File: src/design/i2ct_pkg.sv
// ----------------------------------------------------------------------------
// i2ct_pkg: shared types and constants for the I2C target register core
// Phase codes, per-request state and per-request result structures.
// ----------------------------------------------------------------------------
package i2ct_pkg;

   localparam logic [6:0] OwnAddressReset = 7'h39;

   typedef enum logic [8:0] {
      PH_IDLE        = 9'b0_0000_0001,
      PH_START       = 9'b0_0000_0010,
      PH_ADDR_WR_ACK = 9'b0_0000_0100,
      PH_ADDR_RD_ACK = 9'b0_0000_1000,
      PH_WRITE_REG   = 9'b0_0001_0000,
      PH_WRITE       = 9'b0_0010_0000,
      PH_WRITE_ACK   = 9'b0_0100_0000,
      PH_READ        = 9'b0_1000_0000,
      PH_READ_ACK    = 9'b1_0000_0000
   } phase_type;

   localparam logic OpStart    = 1'b0;
   localparam logic OpOverflow = 1'b1;

   typedef struct packed {
      phase_type  phase;
      logic [7:0] pointer;
      logic       sda_enabled;
   } state_type;

   typedef struct packed {
      logic       sda_drive;
      logic       tx_load;
      logic [7:0] tx_byte;
      logic       one_bit_phase;
      logic       reg_write;
      logic [7:0] target_reg;
      logic [7:0] write_value;
      logic       reg_read;
      logic       activity;
      logic       idle;
   } result_type;

endpackage

File: src/design/i2ct_step.sv
// ----------------------------------------------------------------------------
// i2ct_step: protocol step for one event
// Next phase, pointer and SDA enable plus the result fields for one request.
// ----------------------------------------------------------------------------
module i2ct_step (
   input  i2ct_pkg::state_type  state_cur,
   input  logic                 op,
   input  logic                 scl_went_low,
   input  logic [7:0]           rx_shift,
   input  logic [7:0]           reg_value,
   input  logic [6:0]           own_address,
   output i2ct_pkg::state_type  state_nxt,
   output i2ct_pkg::result_type result
);
   import i2ct_pkg::*;

   logic ack_load;
   logic data_load;
   state_type  st;
   result_type res;

   always_comb begin
      st        = state_cur;
      res       = '0;
      ack_load  = 1'b0;
      data_load = 1'b0;
      if (op == OpStart) begin
         st.sda_enabled = 1'b0;
         st.phase       = scl_went_low ? PH_START : PH_IDLE;
      end else begin
         case (state_cur.phase)
            PH_START: begin
               if (rx_shift[7:1] == own_address) begin
                  st.phase = rx_shift[0] ? PH_ADDR_RD_ACK : PH_ADDR_WR_ACK;
                  ack_load = 1'b1;
               end else begin
                  st.phase = PH_IDLE;
               end
            end
            PH_ADDR_WR_ACK: begin
               st.sda_enabled = 1'b0;
               st.phase       = PH_WRITE_REG;
            end
            PH_WRITE_ACK: begin
               st.sda_enabled = 1'b0;
               st.phase       = PH_WRITE;
            end
            PH_WRITE_REG: begin
               st.pointer     = rx_shift;
               res.activity   = 1'b1;
               res.target_reg = rx_shift;
               st.phase       = PH_WRITE_ACK;
               ack_load       = 1'b1;
            end
            PH_WRITE: begin
               res.reg_write   = 1'b1;
               res.target_reg  = state_cur.pointer;
               res.write_value = rx_shift;
               st.pointer      = state_cur.pointer + 8'd1;
               st.phase        = PH_WRITE_ACK;
               ack_load        = 1'b1;
            end
            PH_ADDR_RD_ACK: begin
               data_load = 1'b1;
            end
            PH_READ: begin
               st.sda_enabled    = 1'b0;
               st.phase          = PH_READ_ACK;
               res.one_bit_phase = 1'b1;
            end
            PH_READ_ACK: begin
               if (rx_shift[0]) begin
                  st.phase = PH_IDLE;
               end else begin
                  data_load = 1'b1;
               end
            end
            default: begin
               st.phase = PH_IDLE;
            end
         endcase
         if (ack_load) begin
            res.tx_load       = 1'b1;
            res.tx_byte       = 8'd0;
            st.sda_enabled    = 1'b1;
            res.one_bit_phase = 1'b1;
         end
         // read data goes out at the pointer, pointer advances
         if (data_load) begin
            res.tx_load       = 1'b1;
            res.tx_byte       = reg_value;
            res.reg_read      = 1'b1;
            res.target_reg    = state_cur.pointer;
            st.pointer        = state_cur.pointer + 8'd1;
            st.sda_enabled    = 1'b1;
            st.phase          = PH_READ;
            res.one_bit_phase = 1'b0;
         end
      end
      res.sda_drive = st.sda_enabled;
      res.idle      = (st.phase == PH_IDLE);
   end

   assign state_nxt = st;
   assign result    = res;

endmodule

File: src/design/i2c_target_register_access_core.sv
// ----------------------------------------------------------------------------
// i2c_target_register_access_core: byte-level I2C target with register pointer
// Takes start and shift-counter overflow events, returns one response each.
// ----------------------------------------------------------------------------
// Usage:
//   req_*  : one request per shift-unit event (start or counter overflow),
//            carrying the received shift byte and the register at the pointer.
//   rsp_*  : one response per request: SDA drive, byte to load, counter mode,
//            register read/write pulses, activity and idle status.
//   csr_*  : write of own_address; always ready, write only while idle.
// The response to an accepted request is registered and shows in the cycle
// after acceptance. Throughput is one request per cycle while responses are
// taken, set by the single response register that follows the protocol step logic.
// While the response waits, req_ready stays high only if rsp_ready is high
// in the same cycle; a stalled response holds and blocks new requests.
// Reset (synchronous) puts the phase in idle, the pointer at zero, SDA
// released, own_address at 0x39 and no response pending.
// ----------------------------------------------------------------------------
module i2c_target_register_access_core (
   input  logic       clock,
   input  logic       reset,
   input  logic       req_valid,
   output logic       req_ready,
   input  logic       req_op,
   input  logic       req_scl_went_low,
   input  logic [7:0] req_rx_shift,
   input  logic [7:0] req_reg_value,
   output logic       rsp_valid,
   input  logic       rsp_ready,
   output logic       rsp_sda_drive,
   output logic       rsp_tx_load,
   output logic [7:0] rsp_tx_byte,
   output logic       rsp_one_bit_phase,
   output logic       rsp_reg_write,
   output logic [7:0] rsp_target_reg,
   output logic [7:0] rsp_write_value,
   output logic       rsp_reg_read,
   output logic       rsp_activity,
   output logic       rsp_idle,
   input  logic       csr_valid,
   output logic       csr_ready,
   input  logic [6:0] csr_own_address
);
   import i2ct_pkg::*;

   state_type  state_ff;
   state_type  state_in;
   result_type result_ff;
   result_type result_in;
   logic       rsp_valid_ff;
   logic [6:0] own_address_ff;
   logic       req_accept;

   assign req_ready  = !rsp_valid_ff || rsp_ready;
   assign req_accept = req_valid && req_ready;
   assign csr_ready  = 1'b1;

   i2ct_step u_step (
      .state_cur    (state_ff),
      .op           (req_op),
      .scl_went_low (req_scl_went_low),
      .rx_shift     (req_rx_shift),
      .reg_value    (req_reg_value),
      .own_address  (own_address_ff),
      .state_nxt    (state_in),
      .result       (result_in)
   );

   always_ff @(posedge clock) begin
      if (reset) begin
         state_ff.phase       <= PH_IDLE;
         state_ff.pointer     <= 8'd0;
         state_ff.sda_enabled <= 1'b0;
         rsp_valid_ff         <= 1'b0;
         own_address_ff       <= OwnAddressReset;
      end else begin
         if (req_accept) begin
            state_ff <= state_in;
         end
         if (req_accept) begin
            rsp_valid_ff <= 1'b1;
         end else if (rsp_ready) begin
            rsp_valid_ff <= 1'b0;
         end
         if (csr_valid && csr_ready) begin
            own_address_ff <= csr_own_address;
         end
      end
   end

   always_ff @(posedge clock) begin
      if (req_accept) begin
         result_ff <= result_in;
      end
   end

   assign rsp_valid         = rsp_valid_ff;
   assign rsp_sda_drive     = result_ff.sda_drive;
   assign rsp_tx_load       = result_ff.tx_load;
   assign rsp_tx_byte       = result_ff.tx_byte;
   assign rsp_one_bit_phase = result_ff.one_bit_phase;
   assign rsp_reg_write     = result_ff.reg_write;
   assign rsp_target_reg    = result_ff.target_reg;
   assign rsp_write_value   = result_ff.write_value;
   assign rsp_reg_read      = result_ff.reg_read;
   assign rsp_activity      = result_ff.activity;
   assign rsp_idle          = result_ff.idle;

endmodule

File: config.mk
export PLATFORM = sky130hd
export DESIGN_NAME = i2c_target_register_access_core
export DESIGN_NICKNAME = d
export VERILOG_FILES = /design/src/design/i2ct_pkg.sv /design/src/design/i2ct_step.sv /design/src/design/i2c_target_register_access_core.sv
export SDC_FILE = /design/constraint.sdc
export NUM_CORES = 1
export LEC_CHECK = 0
export ABC_AREA = 1
export CAP_MARGIN = 20
export CORE_AREA = 2 2 87 89
export CTS_CLUSTER_SIZE = 20
export DETAILED_ROUTE_END_ITERATION = 12
export DIE_AREA = 0 0 89 91
export DONT_BUFFER_PORTS = 1
export PLACE_DENSITY = 0.6
export SETUP_SLACK_MARGIN = 0.05
export SYNTH_ARGS = -nofsm -noshare
export SYNTH_HDL_FRONTEND = slang
export SYNTH_SLANG_ARGS = --single-unit
File: constraint.sdc
create_clock -name clock -period 5.6 [get_ports clock]
set_clock_uncertainty 0.15 [all_clocks]
set_input_delay 0.84 -clock clock [delete_from_list [all_inputs] [get_ports clock]]
set_output_delay 0.84 -clock clock [all_outputs]
set_load 0.01 [all_outputs]
==> qor.yml, run 1 <==
run_status: "completed"
relSlewSlack: 0.584
grt_setup_unrepaired: "false"
grt_pass1_wl_um: 9830
p_leak_nw: 1.30
drv_cap: 0
crit_buf_inv: 3
path_delay_family: "buffers and inverters"
clk_latency_ns: 0.34
drive_gt1_frac: 0.0876
hold_viol: 0
port_buffers: 0
tritoncts: "built"
vdd_drop_max_v: 0.0000796
nNetsFinal: 380
synth_cells: 343
cp-end-kind: "flop"
dieHeight_um: 91
via_per_inst: 4.89
cp_data_required_time_ns: 5.72
synth_cell_types: 36
syn2layout_area_growth_pct: 9.32
dieWidth_um: 89
path_clk_slew_ns: 0.06
setup_viol: 0
netlist_area_um2: 2780
wl_per_cell_um: 13.6
cts_resized: 0
whs_ns: 0.323
fin_cells: 453
clock_path_buffers: 2
cp.arrival_ns: 2.61
syn_nets: 374
ant_nets: 0
fin_setup_tns_ns: 0
cts.sinks: 57
ioPinCount: 64
period_share: 0.444
critPathMaxStageDelay_ns: 0.43
antenna_found_initial: 0
drc: 0
max_freq_mhz: 402
wl_um: 6160
grt_max_degree: 27
path_class: "in -> reg"
slowest_stage: "inv_1"
yosys_register_bits: 57
finalPower_mw: 0.835
fin_util: 0.425
grt_use_total: 0.161
grt_overflow: 0
num_rows: 31
grt_pass1_vias: 1983
dieArea_um2: 8100
cts_root_buf: "clkbuf_8"
placedCellCount: 437
start_kind: "primary input"
hp-class: "reg -> reg"
synth_seq_area_share: 0.523
htreeDepth: 3
dr_total_vias: 2216
critPathMaxFanout: 26
ys_warn_count: 0
numCtsBuffers: 9
cts_setup_buffers: 0
largest_reg_flops: 18
power_density_nw_per_um2: 275
dp.final_hpwl_um: 4560
postCtsHoldBufs: 0
slew_viol_final: 0
dr.pass1.iters: 5
drt_iter0_markers: 160
final_cell_mix: "nand2_1, nor2_1, inv_1"
initial_core_util: 0.389
worstPathCellList: "inv_1 -> nand2_1 -> nand2_1 -> inv_1 -> buf_4 -> nand3_1 -> nor2_1 -> nand2_1 -> a21oi_1"
min_period_ns: 2.49
reg2reg_slack_ns: 3.27
tightest_slew_ns: 0.622
gp_congestion: 0.853
regMostFlops: "state_ff"
mostFrequentLayoutCell: "nand2_1"
cpMostUsedCell: "nand2_1"
core-area_um2: 7140
diodes: 0
postSynthAreaPerCell_um2: 8.10
-- worst register-to-register path, cell delays in order (launching register included) --
cell and delay (ns):
dfxtp_1 0.34, nand2_1 0.16, nand2_1 0.25, inv_1 0.43, buf_4 0.41, nand3_1 0.16
nor2_1 0.17, nand2_1 0.08, a21oi_1 0.13
-- metal layers --
metal / global-route usage / part of all wire
met1: 0.213 / 0.46
met2: 0.229 / 0.44
met3: 0.0627 / 0.079
met4: 0.0721 / 0.017
met5: 0 / 0
-- power by group --
| part | internal [mW] | leakage (nW) | switching, mW | total (mW) |
|---|---|---|---|---|
| clock | 0.154 | 0.0799 | 0.161 | 0.315 |
| combinational | 0.0150 | 0.691 | 0.0335 | 0.0485 |
| sequential | 0.458 | 0.527 | 0.0138 | 0.472 |
| total | 0.627 | 1.30 | 0.208 | 0.835 |
-- area by class of cell --
type | count | area [um^2]
tap | 99 | 124
timing repair buffer | 1 | 7.51
multi-input combinational | 229 | 1100
clock buffer | 9 | 124
clock inverter | 7 | 37.5
inverter | 51 | 196
sequential | 57 | 1450
fill | 724 | 4100
-- synthesized netlist by cell type --
cell	n	area [um^2]
a211oi_1	1	7.51
a21oi_1	16	80.1
a21oi_2	1	8.76
a31oi_1	2	12.5
buf_4	1	7.51
buf_6	1	11.3
clkbuf_1	4	15.0
clkinv_1	1	3.75
clkinv_4	1	8.76
conb_1	1	3.75
dfxtp_1	26	521
edfxtp_1	31	931
ha_1	1	12.5
inv_1	46	173
inv_2	3	11.3
nand2_1	82	308
nand2_2	4	25.0
nand2_4	2	22.5
nand3_1	20	100
nand3_2	1	10.0
nand3_4	1	17.5
nand3b_1	1	7.51
nand4_1	2	12.5
nor2_1	53	199
nor2_2	1	6.26
nor2_4	1	11.3
nor3_1	1	5.00
o211ai_1	1	7.51
o21ai_0	19	95.1
o21ai_1	1	5.00
o22ai_1	1	6.26
o32ai_1	3	26.3
or2_1	2	12.5
or2_2	1	6.26
xnor2_1	4	35.0
xor2_1	6	52.6
-- per-stage QoR --
stage / instance area, um^2 / worst slack (ns)
5_1_grt: 3040 / 2.87
4_1_cts: 3040 / 3.11
2_1_floorplan: 2780 / 3.05
6_report: 3040 / 3.11
3_5_place_dp: 2880 / 2.75
3_3_place_gp: 2880 / 2.84
-- cell families (layout without fill, tap and decap cells) --
kind of cell,Yosys count,after routing,synth area share
DFF,57,57,0.523
other,1,1,0.00135
and+or+nand+nor,172,172,0.268
adders and majority gates,1,1,0.00450
xor gates and xnor gates,10,10,0.0315
AOI/OAI and AO/OA,45,45,0.0896
buffers and inverters,57,68,0.0829
-- worst paths after layout --
check,startpoint,endpoint,cells past startpoint
worst min register to register,own_address_ff[3]$_SDFFE_PP1P_,own_address_ff[3]$_SDFFE_PP1P_,2
worst max register to register,rsp_valid$_SDFFE_PP0P_,state_ff[11]$_SDFFE_PP0P_,8
worst min-delay path,own_address_ff[3]$_SDFFE_PP1P_,own_address_ff[3]$_SDFFE_PP1P_,2
worst max-delay path,rsp_ready,state_ff[11]$_SDFFE_PP0P_,9
(Power assumes the default switching activity.)
==> inputs of run 2 (changes only) <==
--- a/config.mk
+++ b/config.mk
@@ -5,12 +5,12 @@
 export SDC_FILE = /design/constraint.sdc
 export NUM_CORES = 1
 export LEC_CHECK = 0
-export ABC_AREA = 1
+export ABC_AREA = 0
 export CAP_MARGIN = 20
-export CORE_AREA = 2 2 87 89
+export CORE_AREA = 2 2 88 90
 export CTS_CLUSTER_SIZE = 20
 export DETAILED_ROUTE_END_ITERATION = 12
-export DIE_AREA = 0 0 89 91
+export DIE_AREA = 0 0 90 92
 export DONT_BUFFER_PORTS = 1
 export PLACE_DENSITY = 0.6
 export SETUP_SLACK_MARGIN = 0.05
==> constraint.sdc (replaced) <==
create_clock -name clock -period 2.5 [get_ports clock]
set_clock_uncertainty 0.15 [all_clocks]
set_input_delay 0.375 -clock clock [delete_from_list [all_inputs] [get_ports clock]]
set_output_delay 0.375 -clock clock [all_outputs]
set_load 0.01 [all_outputs]
==> run 2 against run 1 <==
Effect of this change:
- sequential power grew 120%
- final area grew 5.8%
- combinational power grew 93%
- global-route usage shrank 0.093 points
- first-iteration DRC count grew 31%
- sequential share of layout area shrank 2.5 points
- critical endpoint is now state_ff[7]$_SDFFE_PP0P_
- largest cell class unchanged
- largest power group unchanged
- highest routed layer unchanged
==> qor.yml, run 2 <==
setup_slack_ns: 0.305  # was 3.11 ns
grt_setup_unrepaired: "false"  # unchanged
dp.final_hpwl_um: 4330  # was 4560 um
slew_viol_final: 0  # unchanged
syn2layout_area_growth_pct: 12.0  # was 9.32%
path_delay_family: "simple AND/OR/NAND/NOR gates"  # was buffers and inverters
cp.arrival_ns: 2.23  # was 2.61 ns
wl_per_cell_um: 16.7  # was 13.6 um
cts_root_buf: "clkbuf_8"  # unchanged
synth_top_area_share: 0.324  # was 0.335
p_leak_nw: 1.15  # was 1.30 nW
vdd_drop_max_v: 0.000292  # was 0.0000796 V
use_met2: 0.237  # was 0.229
grt_max_degree: 32  # was 27
synth.most_common_cell: "edfxtp_1"  # was nand2_1
hp-class: "in -> reg"  # was reg -> reg
start_kind: "flop"  # was primary input
drv_cap: 0  # unchanged
tritoncts: "built"  # unchanged
power_density_nw_per_um2: 684  # was 275 nW/um^2
synth_edf_count: 31  # unchanged
use_met1: 0.201  # was 0.213
ant_nets: 0  # unchanged
regMostFlops: "state_ff"  # unchanged
synth_cell_types: 54  # was 36
pre_cts_ws_ns: 0.230  # was 2.75 ns
final_cell_mix: "edfxtp_1, dfxtp_1, nor2_1"  # was nand2_1, nor2_1, inv_1
cp-end-kind: "flop"  # unchanged
cts.sinks: 57  # unchanged
grt_overflow: 0  # unchanged
whs_ns: 0.0189  # was 0.323 ns
cp_data_required_time_ns: 2.54  # was 5.72 ns
htreeDepth: 3  # unchanged
ys.flop_type: "edfxtp_1"  # unchanged
placed_area_um2: 2910  # was 2880 um^2
largest_reg_flops: 18  # unchanged
gp_congestion: 0.799  # was 0.853
grt_pass1_vias: 1958  # was 1983
core-area_um2: 7450  # was 7140 um^2
finalPower_mw: 2.20  # was 0.835 mW
async_flop_share: 0  # unchanged
grt_pass1_wl_um: 10300  # was 9830 um
grt_use_met3: 0.0567  # was 0.0627
relSlewSlack: 0.395  # was 0.584
syn_nets: 299  # was 374
grt_use_total: 0.160  # was 0.161
synth_cells: 268  # was 343
yosys_register_bits: 57  # unchanged
synth_seq_area_share: 0.506  # was 0.523
mostFrequentLayoutCell: "edfxtp_1"  # was nand2_1
reg2reg_slack_ns: 0.30  # was 3.27 ns
dieHeight_um: 92  # was 91 um
nNetsFinal: 300  # was 380
wl_um: 6270  # was 6160 um
drive_gt1_frac: 0.124  # was 0.0876
tightest_slew_ns: 0.904  # was 0.622 ns
dr.pass1.iters: 4  # was 5
critPathMaxFanout: 12  # was 26
numCtsBuffers: 9  # unchanged
ioPinCount: 64  # unchanged
netlist_area_um2: 2870  # was 2780 um^2
gr-max-usage-layer: "met2"  # unchanged
port_buffers: 0  # unchanged
clk_latency_ns: 0.33  # was 0.34 ns
path_class: "reg -> reg"  # was in -> reg
path_clk_slew_ns: 0.07  # was 0.06 ns
postSynthAreaPerCell_um2: 10.7  # was 8.10 um^2
diodes: 0  # unchanged
dr_total_vias: 2077  # was 2216
netlist_top_cells_count: "edfxtp_1, dfxtp_1, nor2_1"  # was nand2_1, nor2_1, inv_1
critPathMaxStageDelay_ns: 0.44  # was 0.43 ns
finish.instance_area_um2: 3210  # was 3040 um^2
yosys.area.top_type: "edfxtp_1"  # unchanged
dieWidth_um: 90  # was 89 um
slowest_stage: "dfxtp_1"  # was inv_1
hold_viol: 0  # unchanged
run_status: "completed"  # unchanged
max_freq_mhz: 456
min_period_ns: 2.20
ys_warn_count: 0  # unchanged
initial_core_util: 0.385  # was 0.389
crit_buf_inv: 0  # was 3
worstPathCellList: "or2_2 -> a32oi_1 -> a211o_1 -> or2_0 -> o32ai_1"  # was inv_1 -> nand2_1 -> nand2_1 -> inv_1 -> buf_4 -> nand3_1 -> nor2_1 -> nand2_1 -> a21oi_1
drc: 0  # unchanged
drt_iter0_markers: 209  # was 160
fin_setup_tns_ns: 0  # unchanged
via_per_inst: 5.52  # was 4.89
clock_path_buffers: 2  # unchanged
dieArea_um2: 8280  # was 8100 um^2
num_rows: 32  # was 31
antenna_found_initial: 0  # unchanged
synthTopCellsByArea: "edfxtp_1, dfxtp_1, and2_1"  # was edfxtp_1, dfxtp_1, nand2_1
setup_viol: 0  # unchanged
period_share: 0.878
-- run 2: changes by cell type in the layout (fill, tap and decap cells not counted), moves of 6 or more --
cell,before,now
nand3_1,20,5
and2_1,0,17
o21ai_0,19,4
nor2_1,53,22
dlygate4sd3_1,0,6
mux2i_1,0,9
inv_1,46,12
nor2b_1,0,8
nand2_1,82,7
a32o_1,0,9
-- run 2: timing repair --
action                                  4_1_cts  5_1_grt
endpoints found under the setup margin        0        7
hold buffers                                  5        1
gates resized for setup                       0        3
setup buffers                                 0        0
endpoints found under the hold margin        21        1
-- run 2: cell families (layout without fill, tap and decap cells) --
kind of cell,after synthesis,count (layout),synth area share
flip-flops,57,57,0.506
AO/OA/AOI/OAI,61,61,0.164
other,1,1,0.00131
buffers and inverters,32,38,0.0580
AND/OR/NAND/NOR,95,95,0.198
XOR/XNOR,11,11,0.0336
multiplexers,10,10,0.0353
adder cells (fa/ha/maj),1,1,0.00436
-- run 2: where the power goes --
part / total [mW] / leakage (nW) / internal, mW / switching [mW]
registers: 1.05 / 0.527 / 1.02 / 0.0303
logic: 0.0935 / 0.503 / 0.0395 / 0.0541
clock network: 1.05 / 0.120 / 0.688 / 0.365
-- run 2: worst paths after layout --
| kind | start | to | cells after the start |
|---|---|---|---|
| max | state_ff[12]$_SDFFE_PP0P_ | state_ff[7]$_SDFFE_PP0P_ | 5 |
| min | req_valid | rsp_valid$_SDFFE_PP0P_ | 2 |
| max reg2reg | state_ff[12]$_SDFFE_PP0P_ | state_ff[7]$_SDFFE_PP0P_ | 5 |
| min reg2reg | state_ff[0]$_SDFFE_PP0P_ | state_ff[0]$_SDFFE_PP0P_ | 1 |
-- run 2: cell type report --
cell class                 instances  area, um^2
inverter                          12        45.0
clock inverter                     5         103
multi-input combinational        179        1250
fill                             730        4230
timing repair buffer              10        90.1
tap                              102         128
clock buffer                      11         141
sequential                        57        1460
-- run 2: stage by stage --
stage | instances | utilization
finish | 376 | 0.431
global route | 376 | 0.431
CTS | 375 | 0.430
detailed placement | 354 | 0.390
global placement | 354 | 0.390
floorplan | 268 | -
-- run 2: worst reg2reg max path: stages (launching register included) --
cell,delay [ns]
dfxtp_1,0.44
or2_2,0.35
a32oi_1,0.19
a211o_1,0.38
or2_0,0.39
o32ai_1,0.15
-- run 2: layer usage --
layer  wire length [um]  up-vias
li1                   -      992
met1               2920      987
met2               2750       81
met3                399       17
met4                198        0
met5                  0        -
